### src/hdl/ncs_pkg.sv
// Package for the nested comment stripper: constants, result and packet types.
// No dependencies; the modules of the block refer to it by scoped names.
package ncs_pkg;

    localparam int MAX_DEPTH   = 16;
    localparam int DEPTH_W     = $clog2(MAX_DEPTH + 1);
    localparam int QUEUE_DEPTH = 4;
    localparam int QPTR_W      = $clog2(QUEUE_DEPTH);
    localparam int QCNT_W      = $clog2(QUEUE_DEPTH + 1);

    localparam logic [15:0] LINE_MAX = 16'hFFFF;
    localparam logic [11:0] COL_MAX  = 12'hFFF;

    localparam logic [7:0] CH_SLASH = 8'h2F;
    localparam logic [7:0] CH_PLUS  = 8'h2B;
    localparam logic [7:0] CH_NL    = 8'h0A;

    typedef enum logic [1:0] {
        ST_BYTE   = 2'd0,
        ST_END    = 2'd1,
        ST_UNTERM = 2'd2,
        ST_DEEP   = 2'd3
    } t_status;

    typedef struct packed {
        logic [7:0]  byte_out;
        logic [15:0] line_no;
        logic [11:0] column_no;
        t_status     status;
        logic        last_of_run;
    } t_res;

    // All results caused by one input beat: one or two of them.
    typedef struct packed {
        logic [1:0] cnt;
        t_res       r0;
        t_res       r1;
    } t_pkt;

    typedef struct packed {
        logic push;
        t_pkt pkt;
    } t_push;

    typedef struct packed {
        logic valid;
        t_pkt pkt;
    } t_head;

    localparam logic [1:0] PKT_TWO = 2'd2;

endpackage

### src/hdl/ncs_in_if.sv
// Input channel of the stripper: one source byte or an end mark per beat.
// Depends on nothing.
interface ncs_in_if;
    logic       valid;
    logic       ready;
    logic [7:0] byte_in;
    logic       end_of_input;

    modport source (output valid, output byte_in, output end_of_input, input ready);
    modport sink   (input valid, input byte_in, input end_of_input, output ready);
endinterface

### src/hdl/ncs_out_if.sv
// Output channel of the stripper: one delivered byte or status per beat.
// Depends on nothing.
interface ncs_out_if;
    logic        valid;
    logic        ready;
    logic [7:0]  byte_out;
    logic [15:0] line_no;
    logic [11:0] column_no;
    logic [1:0]  status;
    logic        last_of_run;

    modport source (output valid, output byte_out, output line_no, output column_no,
                    output status, output last_of_run, input ready);
    modport sink   (input valid, input byte_out, input line_no, input column_no,
                    input status, input last_of_run, output ready);
endinterface

### src/hdl/nested_comment_stripper.sv
// Top level of the nested /+ +/ comment stripper: front end, packet queue, back end.
// Depends on ncs_pkg, ncs_in_if, ncs_out_if, ncs_front, ncs_queue and ncs_back.
// Each beat's results are registered in the queue. Throughput: one input beat per
// cycle while the queue is not full; an input that causes two results (a held
// slash plus a byte, or a slash plus a clean end) takes two output beats.
// Reset (synchronous, active low) clears position, nesting and the queue at once.
module nested_comment_stripper (
    input  logic      i_clk,
    input  logic      i_rst_n,
    ncs_in_if.sink    i_in,
    ncs_out_if.source o_out
);

    ncs_pkg::t_push push;
    ncs_pkg::t_head head;
    logic           full;
    logic           pop;

    // Classify each byte, track line, column and nesting, and build the
    // packet of results that it causes. Stall input only when the queue fills.
    ncs_front u_front (
        .i_clk   (i_clk),
        .i_rst_n (i_rst_n),
        .i_in    (i_in),
        .i_full  (full),
        .o_push  (push)
    );

    // Hold up to four packets so the sink can stall without stopping input until the
    // queue is full; two-result packets drain at one beat per cycle while o_out is ready.
    ncs_queue u_queue (
        .i_clk   (i_clk),
        .i_rst_n (i_rst_n),
        .i_push  (push),
        .i_pop   (pop),
        .o_full  (full),
        .o_head  (head)
    );

    // Serialize each packet onto the output channel, one result per beat.
    ncs_back u_back (
        .i_clk   (i_clk),
        .i_rst_n (i_rst_n),
        .i_head  (head),
        .o_pop   (pop),
        .o_out   (o_out)
    );

endmodule

### src/hdl/ncs_front.sv
// Front end: accepts input beats, tracks position and nesting, builds result packets.
// Depends on ncs_pkg and ncs_in_if.
module ncs_front (
    input  logic           i_clk,
    input  logic           i_rst_n,
    ncs_in_if.sink         i_in,
    input  logic           i_full,
    output ncs_pkg::t_push o_push
);

    logic [15:0]                r_line,  n_line;
    logic [11:0]                r_col,   n_col;
    logic                       r_held,  n_held;
    logic [15:0]                r_sline, n_sline;
    logic [11:0]                r_scol,  n_scol;
    logic [ncs_pkg::DEPTH_W-1:0] r_depth, n_depth;
    logic                       r_plus [ncs_pkg::MAX_DEPTH+1];
    logic                       n_plus [ncs_pkg::MAX_DEPTH+1];
    ncs_pkg::t_pkt              pkt;
    logic                       accept;

    function automatic ncs_pkg::t_pkt add_res(ncs_pkg::t_pkt p, logic [7:0] b,
                                              logic [15:0] ln, logic [11:0] col,
                                              ncs_pkg::t_status st);
        ncs_pkg::t_res r;
        ncs_pkg::t_pkt q;
        r.byte_out    = b;
        r.line_no     = ln;
        r.column_no   = col;
        r.status      = st;
        r.last_of_run = 1'b0;
        q = p;
        if (p.cnt == 2'd0) begin
            q.r0 = r;
        end else begin
            q.r1 = r;
        end
        q.cnt = p.cnt + 2'd1;
        return q;
    endfunction

    assign i_in.ready = !i_full;
    assign accept     = i_in.valid && !i_full;

    always_comb begin
        logic [7:0]                  b;
        logic [ncs_pkg::DEPTH_W-1:0] d;
        logic                        fresh;
        b       = i_in.byte_in;
        n_line  = r_line;
        n_col   = r_col;
        n_held  = r_held;
        n_sline = r_sline;
        n_scol  = r_scol;
        n_depth = r_depth;
        n_plus  = r_plus;
        pkt     = '0;
        fresh   = 1'b0;
        d       = r_depth;

        if (i_in.end_of_input) begin
            if (r_depth == '0) begin
                if (r_held) begin
                    pkt = add_res(pkt, ncs_pkg::CH_SLASH, r_sline, r_scol, ncs_pkg::ST_BYTE);
                end
                pkt = add_res(pkt, 8'd0, r_line, r_col, ncs_pkg::ST_END);
            end else if (r_held) begin
                pkt = add_res(pkt, 8'd0, r_sline, r_scol, ncs_pkg::ST_UNTERM);
            end else begin
                pkt = add_res(pkt, 8'd0, r_line, r_col, ncs_pkg::ST_UNTERM);
            end
            // Return to the reset state after any end mark.
            n_line  = '0;
            n_col   = '0;
            n_held  = 1'b0;
            n_sline = '0;
            n_scol  = '0;
            n_depth = '0;
            for (int i = 0; i <= ncs_pkg::MAX_DEPTH; i++) begin
                n_plus[i] = 1'b0;
            end
        end else begin
            // Advance the position, saturating.
            if (b == ncs_pkg::CH_NL) begin
                if (r_line < ncs_pkg::LINE_MAX) begin
                    n_line = r_line + 16'd1;
                end
                n_col = '0;
            end else if (r_col < ncs_pkg::COL_MAX) begin
                n_col = r_col + 12'd1;
            end

            if (r_held) begin
                n_held = 1'b0;
                if (b == ncs_pkg::CH_PLUS) begin
                    if (r_depth < ncs_pkg::DEPTH_W'(ncs_pkg::MAX_DEPTH)) begin
                        n_depth         = r_depth + ncs_pkg::DEPTH_W'(1);
                        n_plus[n_depth] = 1'b0;
                    end else begin
                        n_plus[r_depth] = 1'b0;
                        pkt = add_res(pkt, 8'd0, r_sline, r_scol, ncs_pkg::ST_DEEP);
                    end
                end else begin
                    if (r_depth == '0) begin
                        pkt = add_res(pkt, ncs_pkg::CH_SLASH, r_sline, r_scol,
                                      ncs_pkg::ST_BYTE);
                    end else if (r_plus[r_depth]) begin
                        n_plus[r_depth] = 1'b0;
                        n_depth         = r_depth - ncs_pkg::DEPTH_W'(1);
                    end else begin
                        n_plus[r_depth] = 1'b0;
                    end
                    fresh = 1'b1;
                    d     = n_depth;
                end
            end else begin
                fresh = 1'b1;
            end

            if (fresh) begin
                if (b == ncs_pkg::CH_SLASH) begin
                    n_held  = 1'b1;
                    n_sline = r_line;
                    n_scol  = r_col;
                end else if (d == '0) begin
                    pkt = add_res(pkt, b, r_line, r_col, ncs_pkg::ST_BYTE);
                end else begin
                    n_plus[d] = (b == ncs_pkg::CH_PLUS);
                end
            end
        end

        // Mark the final result of this beat.
        if (pkt.cnt == ncs_pkg::PKT_TWO) begin
            pkt.r1.last_of_run = 1'b1;
        end else begin
            pkt.r0.last_of_run = 1'b1;
        end
    end

    assign o_push.push = accept && (pkt.cnt != 2'd0);
    assign o_push.pkt  = pkt;

    always_ff @(posedge i_clk) begin
        if (!i_rst_n) begin
            r_line  <= '0;
            r_col   <= '0;
            r_held  <= 1'b0;
            r_sline <= '0;
            r_scol  <= '0;
            r_depth <= '0;
            for (int i = 0; i <= ncs_pkg::MAX_DEPTH; i++) begin
                r_plus[i] <= 1'b0;
            end
        end else if (accept) begin
            r_line  <= n_line;
            r_col   <= n_col;
            r_held  <= n_held;
            r_sline <= n_sline;
            r_scol  <= n_scol;
            r_depth <= n_depth;
            r_plus  <= n_plus;
        end
    end

endmodule

### src/hdl/ncs_queue.sv
// Short packet queue between front and back ends of the stripper.
// Depends on ncs_pkg.
module ncs_queue (
    input  logic           i_clk,
    input  logic           i_rst_n,
    input  ncs_pkg::t_push i_push,
    input  logic           i_pop,
    output logic           o_full,
    output ncs_pkg::t_head o_head
);

    ncs_pkg::t_pkt               r_mem [ncs_pkg::QUEUE_DEPTH];
    logic [ncs_pkg::QPTR_W-1:0]  r_wptr;
    logic [ncs_pkg::QPTR_W-1:0]  r_rptr;
    logic [ncs_pkg::QCNT_W-1:0]  r_count;
    logic                        do_push;
    logic                        do_pop;

    assign o_full       = (r_count == ncs_pkg::QCNT_W'(ncs_pkg::QUEUE_DEPTH));
    assign o_head.valid = (r_count != '0);
    assign o_head.pkt   = r_mem[r_rptr];
    assign do_push      = i_push.push && !o_full;
    assign do_pop       = i_pop && o_head.valid;

    always_ff @(posedge i_clk) begin
        if (do_push) begin
            r_mem[r_wptr] <= i_push.pkt;
        end
    end

    always_ff @(posedge i_clk) begin
        if (!i_rst_n) begin
            r_wptr  <= '0;
            r_rptr  <= '0;
            r_count <= '0;
        end else begin
            if (do_push) begin
                r_wptr <= r_wptr + ncs_pkg::QPTR_W'(1);
            end
            if (do_pop) begin
                r_rptr <= r_rptr + ncs_pkg::QPTR_W'(1);
            end
            if (do_push && !do_pop) begin
                r_count <= r_count + ncs_pkg::QCNT_W'(1);
            end else if (do_pop && !do_push) begin
                r_count <= r_count - ncs_pkg::QCNT_W'(1);
            end
        end
    end

endmodule

### src/hdl/ncs_back.sv
// Back end: splits each queued packet into one or two output beats.
// Depends on ncs_pkg and ncs_out_if.
module ncs_back (
    input  logic           i_clk,
    input  logic           i_rst_n,
    input  ncs_pkg::t_head i_head,
    output logic           o_pop,
    ncs_out_if.source      o_out
);

    logic          r_sub;
    ncs_pkg::t_res item;
    logic          fire;

    assign item  = r_sub ? i_head.pkt.r1 : i_head.pkt.r0;
    assign fire  = i_head.valid && o_out.ready;
    // Drop the packet once its last result leaves.
    assign o_pop = fire && (r_sub || (i_head.pkt.cnt != ncs_pkg::PKT_TWO));

    assign o_out.valid       = i_head.valid;
    assign o_out.byte_out    = item.byte_out;
    assign o_out.line_no     = item.line_no;
    assign o_out.column_no   = item.column_no;
    assign o_out.status      = item.status;
    assign o_out.last_of_run = item.last_of_run;

    always_ff @(posedge i_clk) begin
        if (!i_rst_n) begin
            r_sub <= 1'b0;
        end else if (fire) begin
            r_sub <= !o_pop;
        end
    end

endmodule
### src/flat_wrapper.sv
// flat-port wrapper written by rule: the top's interface ports become plain ports
module nested_comment_stripper_flat 
  (i_clk, i_rst_n, i_in_valid, i_in_byte_in, i_in_end_of_input, i_in_ready, o_out_valid, o_out_byte_out, o_out_line_no, o_out_column_no, o_out_status, o_out_last_of_run, o_out_ready);
  ncs_in_if i_in_i ();
  ncs_out_if o_out_i ();
  input  logic i_clk;
  input  logic i_rst_n;
  input wire logic [$bits(i_in_i.valid)-1:0] i_in_valid;
  input wire logic [$bits(i_in_i.byte_in)-1:0] i_in_byte_in;
  input wire logic [$bits(i_in_i.end_of_input)-1:0] i_in_end_of_input;
  output wire logic [$bits(i_in_i.ready)-1:0] i_in_ready;
  output wire logic [$bits(o_out_i.valid)-1:0] o_out_valid;
  output wire logic [$bits(o_out_i.byte_out)-1:0] o_out_byte_out;
  output wire logic [$bits(o_out_i.line_no)-1:0] o_out_line_no;
  output wire logic [$bits(o_out_i.column_no)-1:0] o_out_column_no;
  output wire logic [$bits(o_out_i.status)-1:0] o_out_status;
  output wire logic [$bits(o_out_i.last_of_run)-1:0] o_out_last_of_run;
  input wire logic [$bits(o_out_i.ready)-1:0] o_out_ready;
  assign i_in_i.valid = i_in_valid;
  assign i_in_i.byte_in = i_in_byte_in;
  assign i_in_i.end_of_input = i_in_end_of_input;
  assign i_in_ready = i_in_i.ready;
  assign o_out_valid = o_out_i.valid;
  assign o_out_byte_out = o_out_i.byte_out;
  assign o_out_line_no = o_out_i.line_no;
  assign o_out_column_no = o_out_i.column_no;
  assign o_out_status = o_out_i.status;
  assign o_out_last_of_run = o_out_i.last_of_run;
  assign o_out_i.ready = o_out_ready;
  nested_comment_stripper u_core (.i_clk(i_clk), .i_rst_n(i_rst_n), .i_in(i_in_i), .o_out(o_out_i));
endmodule
### config.mk
export PLATFORM = sky130hd
export DESIGN_NAME = nested_comment_stripper_flat
export DESIGN_NICKNAME = d
export VERILOG_FILES = /design/src/hdl/ncs_pkg.sv /design/src/hdl/ncs_in_if.sv /design/src/hdl/ncs_out_if.sv /design/src/hdl/nested_comment_stripper.sv /design/src/hdl/ncs_front.sv /design/src/hdl/ncs_queue.sv /design/src/hdl/ncs_back.sv /design/src/flat_wrapper.sv
export SDC_FILE = /design/constraint.sdc
export NUM_CORES = 1
export LEC_CHECK = 0
export BUFFER_PORTS_ARGS = -buffer_cell sky130_fd_sc_hd__clkbuf_2
export CORE_ASPECT_RATIO = 0.8
export CORE_UTILIZATION = 50
export CTS_BUF_LIST = sky130_fd_sc_hd__clkbuf_8
export CTS_CLUSTER_SIZE = 12
export DETAILED_ROUTE_END_ITERATION = 8
export PLACE_DENSITY = 0.78
export SYNTH_ARGS = -nofsm -noshare
export SYNTH_HDL_FRONTEND = slang
export SYNTH_SLANG_ARGS = --single-unit
export TNS_END_PERCENT = 5
### constraint.sdc
create_clock -name i_clk -period 4.9 [get_ports i_clk]
set_input_delay 0.49 -clock i_clk [delete_from_list [all_inputs] [get_ports i_clk]]
set_output_delay 0.49 -clock i_clk [all_outputs]
set_load 0.01 [all_outputs]
==> results.md <==
- Synth Register Bits: 405
- Tmin final: 4420 ps
- DR WL/cell: 22.0 um
- Synthesized instance count: 1227
- Worst Setup SP: u_core.u_front.r_depth[3]
- Hold path cells: 4
- Reg-to-reg slack, setup: 480 ps
- Static Leak: 6.63 nW
- Ports: 54
- WS Path Type: reg -> reg
- Initial antenna violation count: 0
- Fraction of layout cells with a size suffix above 1: 0.241
- Vias in the first global route: 11100
- Layout Skew: 31.2 ps
- Post-Layout Cell Count: 1830
- Fin. Hold Viols: 0
- Worst EP required: 5430 ps
- Area of placed instances: 18700 um2
- Layout Nets: 1334
- Setup Viol. Count Final: 0
- CTS tree: yes
- Chip Width: 213 um
- Max Slew Vio Count: 0
- Worst reg2reg path startpoint: u_core.u_front.r_depth[3]
- Global placer's final weighted congestion: 0.902
- Synth area leaders: edfxtp_1 (53%), dfxtp_1 (10%), mux4_2 (9.8%)
- Post-synth ARST share: 0
- Sequential-to-total area share from yosys stat: 0.635
- DRT Pass-1 Iters: 5
- Count leader, synth: edfxtp_1
- R2R Path End: u_core.u_queue.r_count[2]
- Max-cap viol count: 0
- Util after Layout: 0.571
- RSZ-0062 raised after global routing: no
- Post-synth top area share: 0.535
- Data arrival time of the critical path: 4950 ps
- Max_slew headroom: 0.231
- # DRC: 0
- P per Cell Area: 441 nW/um2
- Hold Buf Count CTS: 0
- Synth warnings: 0
- Area grow syn2layout: 12.0%
- FILL cells: 2706
- Placed cell count: 1718
- Cts repair resizes: 0
- Synth cell count leaders: edfxtp_1 (316), nor2_1 (90), dfxtp_1 (89), nand2_1 (81), mux4_2 (77)
- Fmax: 227 MHz
- H-tree Lvls: 2
- Row cnt: 61
- Root Driver: clkbuf_8
- Largest net degree at the start of global routing: 56
- Post-synth EDFFs: 316
- VDD IR-drop max: 0.246 mV
- Hold Slack: 268 ps
- Tcrit/Tclk final: 0.901
- Transition time of the tightest slew-check pin: 1140 ps
- Worst reg-to-reg path cell count: 16
- WHS Endpoint: u_core.u_back.r_sub
- Syn Nets: 1254
- Global route overflow: 0
- Synth Cell Area: 17700 um2
- Worst-skew pair later-pin latency: 620 ps
- Worst-path clk slew: 70 ps
- Starting Density: 0.510
- TritonCTS Buffers: 59
- DR iter-0 viols: 1085
- DRT antenna net count: 0
- Synth cell types: 81
- Worst hold path class: in -> reg
- Core ar.: 34800 um2
- CP Launch Type: register
- Synth Area per Inst: 14.5 um2
- Die ar.: 36200 um2
- Antenna cell count: 0
- All-Layer GR Usage: 0.228
- First-pass GRT wire length: 62900 um
- Worst-path fanout max: 13
- Post-Layout Inst Area: 19900 um2
- CTS sink count: 405
- HPWL after DPL: 25100 um
- DR vias: 11000
- Post-CTS Setup Inserts: 0
- Crit. End Element: register
- Die Y: 170 um
- Hold_sp: o_out_ready
- Port Buffers: 53
- Number of vias per cell: 6.03
- Clock buffer depth: 3
- Synth area leader: edfxtp_1
- Status: completed
- Routed WL: 40200 um
- Primary FF master, synth: edfxtp_1
==> worst max-delay path, cell delays in order (launching register included) <==
cell      delay [ps]
dfxtp_1          750
nor2_1           150
a221oi_2         400
nand3_2          170
a21oi_2          300
mux2_4           360
nor3b_4          210
ha_1             190
nor2_1            50
mux2_2           260
a21oi_1          220
ha_1             220
inv_1             60
fa_1             370
xor2_1           170
or3_1            310
a21oi_1          140
==> routing by layer <==
layer / wire (um) / track usage / vias up / share of wire
met4: 726 / 0.0663 / 0 / 0.018
met2: 19000 / 0.366 / 445 / 0.47
met5: 0 / 0 / - / 0
met1: 17600 / 0.318 / 5574 / 0.44
li1: - / - / 4940 / -
met3: 2840 / 0.0428 / 68 / 0.071
==> where the power goes <==
part           internal (mW)  switching (mW)
sequential              4.03           0.267
combinational          0.982           0.860
clock                   1.35            1.28
total                   6.36            2.41
==> per-stage QoR <==
step	worst slack, ps	TNS [ps]	power, mW
after detailed placement	568	0	6.25
after global routing	274	0	9.16
after global placement	594	0	6.20
after CTS	535	0	8.87
final	485	0	8.77
after floorplan	-562	-133190	5.59
==> sequential cells by signal, indices dropped and copies added (netlist names), named ones only <==
register                count
u_core.u_queue.r_wptr       2
u_core.u_front.r_sline     16
u_core.u_front.r_depth      5
u_core.u_front.r_plus      17
u_core.u_front.r_line      16
u_core.u_queue.r_rptr       2
u_core.u_queue.r_count      3
u_core.u_queue.r_mem      316
u_core.u_back.r_sub         1
u_core.u_front.r_col       12
u_core.u_front.r_held       1
u_core.u_front.r_scol      12
==> kinds of logic after synthesis <==
family,synth area share
buffers and inverters,0.0225
AO/OA/AOI/OAI,0.0866
multiplexers,0.133
AND/OR/NAND/NOR,0.0995
flip-flops,0.635
adder cells (fa/ha/maj),0.0103
XOR/XNOR,0.0123
==> how the worst max path moves through the flow <==
stage                             endpoint  slack (ps)  cells past startpoint
4_1_cts          u_core.u_queue.r_count[2]         530                     16
5_1_grt          u_core.u_queue.r_count[2]         270                     18
6_report         u_core.u_queue.r_count[2]         480                     16
3_3_place_gp     u_core.u_queue.r_count[2]         590                     16
2_1_floorplan  u_core.u_queue.r_mem[3][10]        -560                     14
3_5_place_dp     u_core.u_queue.r_count[2]         570                     16
==> final cells by class <==
| type | count | area, um2 | share of cell area |
|---|---|---|---|
| Multi-Input combinational cell | 730 | 6100 | 0.307 |
| Sequential cell | 405 | 11300 | 0.568 |
| Timing Repair Buffer | 89 | 636 | 0.0320 |
| Clock inverter | 43 | 229 | 0.0115 |
| Inverter | 22 | 82.6 | 0.00416 |
| Tap cell | 472 | 591 | 0.0297 |
| Clock buffer | 69 | 950 | 0.0478 |
==> cell usage in the layout (no fill, tap or decap), types with 43 or more instances in the layout <==
| cell | netlist | final |
|---|---|---|
| edfxtp_1 | 316 | 316 |
| nor2_1 | 90 | 89 |
| dfxtp_1 | 89 | 86 |
| nand2_1 | 81 | 81 |
| mux4_2 | 77 | 77 |
| clkbuf_8 | 0 | 69 |
| clkbuf_2 | 0 | 53 |
| inv_1 | 20 | 47 |
| mux2_2 | 43 | 43 |
Power figures use the tool's default switching activity.
